## src/rtl/hpg_pkg.sv

```systemverilog
// shared widths, types and the cordic arctangent table of the hypocycloid point generator
`default_nettype none

package hpg_pkg;

  localparam int PHASE_BITS_DEF = 16;
  localparam int RATIO_FRAC_DEF = 16;
  localparam int TRIG_STAGES_DEF = 16;

  localparam int POS_W = 16;
  localparam int RATIO_W = 24;
  localparam int M_W = 26;
  localparam int PROD_W = M_W + POS_W;
  localparam int Z_W = 34;
  localparam int T_W = 34;
  localparam int COORD_W = 32;
  localparam int ATAN_COUNT = 24;

  localparam logic signed [T_W-1:0] CORDIC_GAIN = T_W'(652032874);

  typedef struct packed {
    logic signed [Z_W-1:0] z;
    logic                  flip;
  } angle_t;

  typedef struct packed {
    angle_t first;
    angle_t second;
  } phase_t;

  typedef struct packed {
    logic signed [T_W-1:0] cos1;
    logic signed [T_W-1:0] sin1;
    logic signed [T_W-1:0] cos2;
    logic signed [T_W-1:0] sin2;
  } trig_t;

  function automatic logic [31:0] atan_turn(input int unsigned idx);
    logic [31:0] v;
    case (idx)
      0:       v = 32'h2000_0000;
      1:       v = 32'h12E4_051D;
      2:       v = 32'h09FB_385B;
      3:       v = 32'h0511_11D4;
      4:       v = 32'h028B_0D43;
      5:       v = 32'h0145_D7E1;
      6:       v = 32'h00A2_F61E;
      7:       v = 32'h0051_7C55;
      8:       v = 32'h0028_BE53;
      9:       v = 32'h0014_5F2F;
      10:      v = 32'h000A_2F98;
      11:      v = 32'h0005_17CC;
      12:      v = 32'h0002_8BE6;
      13:      v = 32'h0001_45F3;
      14:      v = 32'h0000_A2F9;
      15:      v = 32'h0000_517D;
      16:      v = 32'h0000_28BE;
      17:      v = 32'h0000_145F;
      18:      v = 32'h0000_0A30;
      19:      v = 32'h0000_0518;
      20:      v = 32'h0000_028C;
      21:      v = 32'h0000_0146;
      22:      v = 32'h0000_00A3;
      23:      v = 32'h0000_0051;
      default: v = 32'h0000_0000;
    endcase
    return v;
  endfunction

endpackage

`default_nettype wire

```

## src/rtl/hpg_phase.sv

```systemverilog
// phase front end: ratio product, both turn phases and the quadrant fold
`default_nettype none

module hpg_phase import hpg_pkg::*; #(
  parameter int PHASE_BITS = PHASE_BITS_DEF,
  parameter int RATIO_FRACTION_BITS = RATIO_FRAC_DEF
) (
  input  wire logic                  clk,
  input  wire logic                  rst_n,
  input  wire logic signed [M_W-1:0] ratio_m,
  input  wire logic                  in_valid,
  output logic                       in_ready,
  input  wire logic [POS_W-1:0]      position,
  output logic                       out_valid,
  input  wire logic                  out_ready,
  output phase_t                     out_phase
);

  localparam int SHIFT = POS_W + RATIO_FRACTION_BITS - PHASE_BITS;
  localparam logic [31:0] KEEP = ~((32'd1 << (32 - PHASE_BITS)) - 32'd1);

  logic                     va_r, vb_r;
  logic                     en_a, en_b;
  logic [POS_W-1:0]         pos_a_r;
  logic signed [PROD_W-1:0] prod_a_r;
  logic signed [PROD_W-1:0] prod_nxt;
  phase_t                   phase_b_r;
  phase_t                   phase_nxt;
  logic [31:0]              th1, th2;
  logic [PHASE_BITS-1:0]    ph2;

  function automatic angle_t fold(input logic [31:0] theta);
    angle_t      a;
    logic [31:0] t;
    a.flip = theta[31] ^ theta[30];
    t = a.flip ? (theta ^ 32'h8000_0000) : theta;
    a.z = Z_W'(signed'(t));
    return a;
  endfunction

  assign en_b = !vb_r || out_ready;
  assign en_a = !va_r || en_b;
  assign in_ready = en_a;

  assign prod_nxt = PROD_W'(ratio_m) * PROD_W'($signed(position));

  assign th1 = {pos_a_r, {(32 - POS_W){1'b0}}} & KEEP;
  assign ph2 = prod_a_r[SHIFT +: PHASE_BITS];
  assign th2 = 32'(ph2) << (32 - PHASE_BITS);

  always_comb begin
    phase_nxt.first = fold(th1);
    phase_nxt.second = fold(th2);
  end

  always_ff @(posedge clk) begin
    if (!rst_n) begin
      va_r <= 1'b0;
      vb_r <= 1'b0;
    end else begin
      if (en_a) va_r <= in_valid;
      if (en_b) vb_r <= va_r;
    end
  end

  always_ff @(posedge clk) begin
    if (en_a && in_valid) begin
      pos_a_r <= position;
      prod_a_r <= prod_nxt;
    end
    if (en_b && va_r) begin
      phase_b_r <= phase_nxt;
    end
  end

  assign out_valid = vb_r;
  assign out_phase = phase_b_r;

endmodule

`default_nettype wire

```

## config.mk

```make
export PLATFORM = sky130hd
export DESIGN_NAME = hpg_phase
export DESIGN_NICKNAME = d
export VERILOG_FILES = /design/src/rtl/hpg_pkg.sv /design/src/rtl/hpg_phase.sv
export SDC_FILE = /design/constraint.sdc
export NUM_CORES = 1
export LEC_CHECK = 0
export BUFFER_PORTS_ARGS = -buffer_cell sky130_fd_sc_hd__buf_2
export CAP_MARGIN = 20
export CORE_MARGIN = 1.5
export CORE_UTILIZATION = 60
export DETAILED_ROUTE_END_ITERATION = 7
export PLACE_DENSITY_LB_ADDON = 0.25
export SYNTH_ARGS = -nofsm -noshare
export SYNTH_HDL_FRONTEND = slang
export SYNTH_SLANG_ARGS = --single-unit
```

## constraint.sdc

```tcl
create_clock -name clk -period 12.35 [get_ports clk]
set_input_delay 0.6175 -clock clk [delete_from_list [all_inputs] [get_ports clk]]
set_output_delay 0.6175 -clock clk [all_outputs]
set_load 0.005 [all_outputs]
```

==> metrics.txt, run 1 <==
Rows=55; Layout Nets=1887; WL final=29500 um; CTS Buffer Depth=2; Die Footprint=0.0238 mm^2; reg2reg setup slack=10.72 ns; Worst-path clk slew=0.06 ns; Initial Util=60.8%; DRT Pass-1 Iters=5; Initial DRC Count=472; grt ovf=0; vias=9057; ANT nets after route=0; clock root buffer=clkbuf_16; CP Cell Sequence=buf_2 > nand2_1 > fa_1 > inv_1 > fa_1 > inv_1 > fa_1 > inv_1 > fa_1 > fa_1 > inv_1 > fa_1 > inv_1 > ha_1 > nand4_1 > a21oi_1 > o21ai_0 > o31ai_4 > a211oi_2 > o31ai_4 > a41oi_1 > xnor2_1; RePlAce Congestion=0.859; chip width=154 um; Worst Skew=0.00547 ns; outcome=completed; Ports=118; worst-path maximum fanout=26; Syn Area/Cell=9.68 um^2; maxcap violations=0; DP HPWL=23000 um; Startpoint Class=input port; WS Path Type=input port to register; Worst path slowest cell=fa_1; Total GRT Usage=27.3%; Final Hold Fails=0; synthesis-stage register bit count=68; CTS Buf Count=9; area of the core=0.0226 mm^2; synth warn=0; register area share after synthesis=14.7%; Final Max Tran Viols=0; drt wl/cell=16.9 um; initial antenna violation count=0; Fin Setup TNS=0 ns; Crit path arrival time=6.70 ns; Worst path most repeated cell=fa_1; Yosys cell types=36; Sink Count=68; Vias/cell=5.20; fmax=151 MHz; Clock Latency Late Sink=0.34 ns; layout cell share with drive strength beyond 1=7.28%; Setup violations, final=0; global-route wire length before repair=49700 um; Mapped Cells=1418; die height=154 um; largest net degree at the start of global routing=35; post-CTS setup buffer count=0; worst rel slew slack=36.0%; crit path capture type=register; Port Buf Inserts=85; vias in the first global route=9943; drt drc=0; Least-Margin Pin Slew=0.957 ns; hold-fix buffers at CTS=0; ANT cells=0; critical path required time=12.44 ns; clock period minus worst slack=6.60 ns; Area Overhead vs Synth=5.06%; Worst Hold Class=register to register; final worst path period share=53.5%; # resized after CTS=0; unrepaired setup endpoints after global routing=no; CTS tree=yes; slowest stage delay, CP=0.56 ns; synthesized cell area=0.0137 mm^2; H-tree levels=3
## worst paths after layout
path                     start       endpoint  depth (start not counted)
hold / removal    prod_a_r[22]  out_phase[23]                          0
setup reg to reg     out_valid  out_phase[35]                          2
hold reg to reg   prod_a_r[22]  out_phase[23]                          0
setup / recovery   position[7]   prod_a_r[30]                         22
## per-layer routing
layer  global-route usage, %  part of all wire [%]
met3                    3.92                   6.8
met1                    36.7                    42
met4                    8.32                   2.3
met2                    46.6                    49
met5                       0                     0
## metrics by stage
step / cell area [um^2] / utilization [%] / hold WS (ns) / setup WS (ns) / instances
5_1_grt: 14400 / 63.9 / 0.420 / 5.46 / 1742
4_1_cts: 14400 / 63.9 / 0.413 / 5.77 / 1742
3_5_place_dp: 14100 / 62.7 / 0.405 / 5.39 / 1726
6_report: 14400 / 63.9 / 0.412 / 5.75 / 1742
2_1_floorplan: 13800 / - / 0.400 / 6.08 / 1449
3_3_place_gp: 14100 / 62.7 / 0.401 / 5.54 / 1726
## placed cells by master (no fill, tap or decap), types with 3 or more instances in the layout
cell | netlist | layout
and3_1 | 3 | 3
a21o_1 | 10 | 10
clkinvlp_4 | 0 | 3
xnor2_1 | 33 | 33
conb_1 | 1 | 32
edfxtp_1 | 66 | 66
and2_1 | 156 | 156
ha_1 | 88 | 88
inv_1 | 385 | 385
clkbuf_16 | 0 | 9
o21ai_0 | 4 | 4
nand2_1 | 201 | 201
nor2_1 | 16 | 16
xor2_1 | 11 | 11
fa_1 | 301 | 301
nand2b_1 | 6 | 6
buf_2 | 0 | 85
a21oi_1 | 13 | 13
nand4_1 | 3 | 3
## cells by family (layout without fill, tap and decap cells)
family          after synthesis  count (layout)  synth area share [%]
buf+inv                     479             487                  14.1
flops                        68              68                  14.7
compound gates               46              46                  2.54
other cells                   1              32                0.0273
fa+ha+maj                   389             389                  51.9
xor+xnor                     44              44                  2.81
simple gates                391             391                  13.9
## cell usage after synthesis (all sizes together)
library cell / instances / share of area (%)
a21o: 10 / 0.55
xor2: 11 / 0.70
o31ai: 3 / 0.36
o211ai: 1 / 0.055
and2: 156 / 7.1
o21ai: 6 / 0.22
ha: 88 / 8.0
buf: 38 / 2.0
and3: 3 / 0.14
a211oi: 3 / 0.24
a21boi: 1 / 0.055
nor2: 16 / 0.44
nand3: 2 / 0.073
a41oi: 2 / 0.13
nor4: 1 / 0.046
nand4: 3 / 0.14
conb: 1 / 0.027
fa: 301 / 44
edfxtp: 66 / 14
o41ai: 1 / 0.12
nand2: 201 / 5.5
a31o: 1 / 0.064
a211o: 1 / 0.064
nand2b: 6 / 0.27
a21oi: 13 / 0.47
dfxtp: 2 / 0.29
clkbuf: 56 / 1.5
inv: 385 / 11
o21bai: 2 / 0.11
xnor2: 33 / 2.1
o21a: 2 / 0.11
nor2b: 3 / 0.14
## sequential cells by signal (all words and copies together) (netlist names)
register and count:
out_phase 34, pos_a_r 16, prod_a_r 16, out_valid 1, va_r 1
## area by class of cell
class                      count  area [um^2]
multi-input combinational    902         9890
timing repair buffer          86          433
clock buffer                  10          229
fill                        1905         8160
inverter                     385         1450
sequential                    68         2020
tap                          285          357
clock inverter                 6         40.0
## critical path: cells and delay by family
family	cells	cell delay, ns
fa+ha+maj	7	3.32
compound gates	6	1.60
buf+inv	6	0.73
simple gates	2	0.25
xor+xnor	1	0.15
Power of run 1 is left out: the tool's default activity adds up to more than one toggle a clock period on the data nets, which glitch-free logic cannot reach.
==> inputs of run 2 (changes only) <==
CORE_UTILIZATION = 57   (was 60)
clock period = 5.85 ns   (was 12.35 ns; I/O delays follow)
==> run 2 against run 1 <==
Compared with the run above: worst setup slack worse by 5.6 ns; clock-buffer cell count down 1; cell count grew 8.6%; sequential share of layout area fell by 1.0 points; first-iteration DRC count rose by 12%; wire length up 7.5%; critical path type unchanged; die area grew 5.2%; sequential cell count did not move; non-clock buffer count up 115; design area up 8.0%; clock skew up 0.0032 ns.
==> metrics.txt, run 2 (same netlist as run 1, synthesis figures left out) <==
Area Overhead vs Synth=13.5%; maxcap violations=0 (unchanged); CTS Buffer Depth=2 (unchanged); global-route wire length before repair=52100 um (+4.7%); end of the critical path=prod_a_r[29]; most frequent cells in the layout=inv_1, fa_1, nand2_1, and2_1, buf_4; setup ws final=0.177 ns (-5.57 ns); ANT cells=0 (unchanged); final instance area=0.0156 mm^2 (+8.0%); ANT nets after route=0 (unchanged); vias in the first global route=10300 (+3.2%); Reg2Reg Depth=2 (unchanged); Clock Latency Late Sink=0.35 ns (about the same); worst rel slew slack=37.0% (+0.97 points); DP HPWL=27400 um (+19%); Rows=56 (+1.8%); layout cell share with drive strength beyond 1=14.9% (+7.7 points); Die Footprint=0.0250 mm^2 (+5.2%); clock root buffer=clkbuf_16; critical path launch point=position[4]; Port Buf Inserts=85 (unchanged); most common cell after layout, fill and taps aside=inv_1; area of the core=0.0235 mm^2 (+4.3%); Final Hold Fails=0 (unchanged); Fin Setup TNS=0 ns (unchanged); drt drc=0 (unchanged); reg2reg setup slack=4.23 ns (-6.49 ns); CTS Buf Count=9 (unchanged); final worst path period share=97.0%; Crit Reg-Reg Endpoint=out_phase[66]; Min Hold Slack=0.165 ns (-0.247 ns); grt ovf=0 (unchanged); worst slack at placement=-0.315 ns (-5.70 ns); DRT Pass-1 Iters=5 (unchanged); drt wl/cell=16.8 um (-0.98%); outcome=completed; Final Max Tran Viols=0 (unchanged); fmax=176 MHz; hold-fix buffers at CTS=0 (unchanged); die height=158 um (+2.5%); Vias/cell=4.99 (-4.0%); WL final=31700 um (+7.5%); worst r2r src=out_valid; Worst Skew=0.00870 ns (+0.00323 ns); Sink Count=68 (unchanged); vias=9441 (+4.2%); Initial Util=58.3% (-2.5 points); Least-Margin Pin Slew=0.943 ns (-0.0145 ns); clock period minus worst slack=5.67 ns; Crit path arrival time=5.76 ns (-0.94 ns); Ports=118 (unchanged); Worst Hold Class=input port to register; critical path required time=5.94 ns (-6.50 ns); worst-path maximum fanout=7 (-73%); placed instance area=0.0151 mm^2 (+7.0%); Filler cells=1883 (-1.2%); crit path capture type=register; Total GRT Usage=28.0% (+0.64 points); initial antenna violation count=1 (+1); RePlAce Congestion=0.912 (+6.1%); Layout Nets=2002 (+6.1%); Worst-path clk slew=0.06 ns (about the same); Initial DRC Count=530 (+12%); chip width=158 um (+2.5%); Setup violations, final=0 (unchanged); Startpoint Class=input port; H-tree levels=3 (unchanged); largest net degree at the start of global routing=35 (unchanged); CTS tree=yes; WS Path Type=input port to register; max reg flops=34 (unchanged)
==> run 2: cell count changes in the layout (fill, tap and decap cells not counted), sizes merged <==
cell,previous run,this run
bufinv,0,2
clkinvlp,3,1
clkinv,2,0
clkbuf,10,13
buf,86,197
inv,386,389
==> run 2: timing repair <==
| item | CTS | global route |
|---|---|---|
| resized for setup | 0 | 21 |
| setup buffers | 0 | 2 |
| endpoints found under the setup margin | 0 | 10 |
==> run 2: area by class of cell <==
type	instances	area (um^2)	share of cell area, %
clock inverter	7	105	0.675
timing repair buffer	201	1420	9.10
sequential	68	2020	13.0
inverter	385	1450	9.28
multi-input combinational	902	9960	64.0
tap	319	399	2.56
clock buffer	9	225	1.45
==> run 2: worst min-delay path by stage <==
stage | startpoint | cells after the start | end
2_1_floorplan | position[0] | 0 | pos_a_r[0]
3_3_place_gp | pos_a_r[4] | 0 | out_phase[56]
3_5_place_dp | pos_a_r[0] | 0 | out_phase[52]
4_1_cts | rst_n | 2 | out_valid
5_1_grt | rst_n | 2 | out_valid
6_report | rst_n | 2 | out_valid
==> run 2: critical path, stage by stage <==
cell      delay, ns
clkbuf_4       0.17
buf_12         0.15
buf_4          0.15
and2_1         0.18
fa_1           0.56
inv_1          0.06
fa_1           0.40
fa_1           0.54
inv_1          0.05
fa_1           0.45
fa_1           0.51
inv_1          0.05
fa_1           0.48
inv_1          0.04
ha_1           0.19
a21o_1         0.18
a21o_1         0.19
a21o_1         0.18
a21o_1         0.20
a21oi_2        0.18
o31ai_4        0.09
buf_6          0.14
o31ai_2        0.22
xnor2_1        0.11
==> run 2: layer usage <==
layer | vias to the layer above | GRT usage, % | routed length (um)
met5 | - | 0 | 15
met4 | 2 | 9.61 | 1090
met3 | 65 | 6.60 | 2750
met2 | 359 | 45.9 | 15200
met1 | 4725 | 36.6 | 12700
li1 | 4290 | - | -
==> run 2: metrics by stage <==
stage | std cells | util, %
5_1_grt | 1891 | 66.1
6_report | 1891 | 66.1
3_5_place_dp | 1873 | 64.3
3_3_place_gp | 1873 | 64.3
2_1_floorplan | 1449 | -
4_1_cts | 1889 | 65.7
Power of run 2 is left out for the same reason.
==> inputs of run 3 (changes only) <==
CORE_UTILIZATION = 55   (was 57)
PLACE_DENSITY = 0.85   (was not set)
PLACE_DENSITY_LB_ADDON = not set   (was 0.25)
==> run 3 against run 2 <==
Compared with the run above: worst hold slack better by 0.0018 ns; worst setup slack worse by 0.041 ns; wire length is 3.8% higher; clock-buffer cell count did not move; via count grew 3.5%; design area is 0.32% higher; first-iteration DRC count grew 19%; clock skew up 0.0087 ns; register-to-register slack worse by 0.02 ns; critical path type unchanged.
==> metrics.txt, run 3 (same netlist as run 1, synthesis figures left out) <==
worst r2r src=out_valid; end of the critical path=prod_a_r[29]; final instance area=0.0156 mm^2 (+0.32%); die height=161 um (+1.8%); maxcap violations=0 (unchanged); Hold Startpoint=rst_n; Clock Latency Late Sink=0.35 ns (about the same); fmax=175 MHz (-0.71%); Area Overhead vs Synth=13.9%; Worst Skew=0.0174 ns (+0.00866 ns); worst-path maximum fanout=6 (-1); Startpoint Class=input port; ANT nets after route=0 (unchanged); Reg2Reg Depth=2 (unchanged); DRT Pass-1 Iters=5 (unchanged); clock root buffer=clkbuf_16; Initial Util=56.3% (-2.0 points); Util after Layout=64.0% (-2.1 points); reg2reg setup slack=4.21 ns (-0.02 ns); worst rel slew slack=35.2% (-1.8 points); CTS tree=yes; layout cell share with drive strength beyond 1=14.9% (about the same); Sink Count=68 (unchanged); WS Path Type=input port to register; Setup violations, final=0 (unchanged); Initial DRC Count=632 (+19%); H-tree levels=3 (unchanged); initial antenna violation count=1 (unchanged); Ports=118 (unchanged); Final Max Tran Viols=0 (unchanged); Crit path arrival time=5.82 ns (+0.06 ns); placed instance area=0.0152 mm^2 (+0.12%); WL final=32900 um (+3.8%); worst slack at placement=-0.366 ns (-0.0516 ns); Vias/cell=5.15 (+3.1%); Worst Hold Class=input port to register; max reg flops=34 (unchanged); largest net degree at the start of global routing=35 (unchanged); critical path required time=5.95 ns (about the same); vias=9772 (+3.5%); Port Buf Inserts=85 (unchanged); clock period minus worst slack=5.71 ns (+0.0408 ns); Final Hold Fails=0 (unchanged); area of the core=0.0244 mm^2 (+3.6%); crit path capture type=register; most common cell after layout, fill and taps aside=inv_1; DP HPWL=27700 um (+1.0%); chip width=161 um (+1.8%); Layout Nets=2003 (+0.050%); Die Footprint=0.0259 mm^2 (+3.6%); grt ovf=0 (unchanged); drt wl/cell=17.3 um (+3.4%); CTS Buffer Depth=2 (unchanged); Total GRT Usage=27.2% (-0.75 points); Least-Margin Pin Slew=0.970 ns (+0.0266 ns); Crit Reg-Reg Endpoint=out_phase[61]; RePlAce Congestion=0.905 (-0.72%); outcome=completed; CTS Buf Count=9 (unchanged); critical path launch point=ratio_m[8]; final worst path period share=97.7% (+0.70 points); Rows=57 (+1.8%); drt drc=0 (unchanged); global-route wire length before repair=54000 um (+3.6%); Worst-path clk slew=0.07 ns (about the same); vias in the first global route=10700 (+4.6%); setup ws final=0.136 ns (-0.0408 ns); most frequent cells in the layout=inv_1, fa_1, nand2_1, and2_1, buf_4
[run 3: cell count changes in the layout (fill, tap and decap cells not counted), sizes merged]
cell and change:
diode +1, bufinv -1, inv -3, buf -2, clkbuf +3, clkinvlp +1
clkinv +3
[run 3: cell type report]
type,instances,area [um^2]
diodes,1,2.50
flip-flops and latches,68,2020
fillers,1890,8770
well taps,324,405
inverters,385,1450
repair buffers,202,1470
clock buffers,9,225
multi-input cells,902,9990
clock inverters,7,66.3
[run 3: routing by layer]
layer / vias up / global-route usage, % / share of wire, %
met4: 0 / 12.8 / 4.1
li1: 4288 / - / -
met5: - / 0 / 0
met3: 120 / 6.61 / 8.4
met2: 440 / 45.7 / 50
met1: 4924 / 33.2 / 38
[run 3: worst min-delay path by stage]
stage / endpoint / slack [ns] / cells past startpoint
3_3_place_gp: out_phase[65] / 0.40 / 0
3_5_place_dp: out_phase[19] / 0.40 / 0
2_1_floorplan: pos_a_r[0] / 0.39 / 0
4_1_cts: out_valid / 0.16 / 2
6_report: out_valid / 0.17 / 2
5_1_grt: out_valid / 0.17 / 2
[run 3: through the flow]
step	TNS, ns	hold slack (ns)	instances
finish	0	0.167	1898
global route	-0.0323	0.173	1898
CTS	0	0.161	1894
detailed placement	-3.25	0.405	1878
global placement	-1.36	0.401	1878
floorplan	-0.00287	0.391	1449
[run 3: repair_timing]
action,in CTS,in global routing
endpoints found under the setup margin,1,10
hold buffers,0,0
gates cloned,0,0
endpoints found under the hold margin,0,0
pin swaps,0,11
gates resized for setup,1,38
buffers inserted,0,3
[run 3: critical path: stages]
cell and delay [ns]:
buf_2 0.16, and2_1 0.19, fa_1 0.54, inv_1 0.05
fa_1 0.41, fa_1 0.56, inv_1 0.06, fa_1 0.48
fa_1 0.50, inv_1 0.06, fa_1 0.49, inv_1 0.05
ha_1 0.29, nand2_1 0.07, o21ai_2 0.21, o21ai_1 0.09
buf_4 0.14, o31ai_4 0.21, buf_6 0.16, a211oi_4 0.07
o31ai_4 0.34, buf_4 0.19, o31ai_4 0.05, xnor2_1 0.14
Power of run 3 is left out for the same reason.
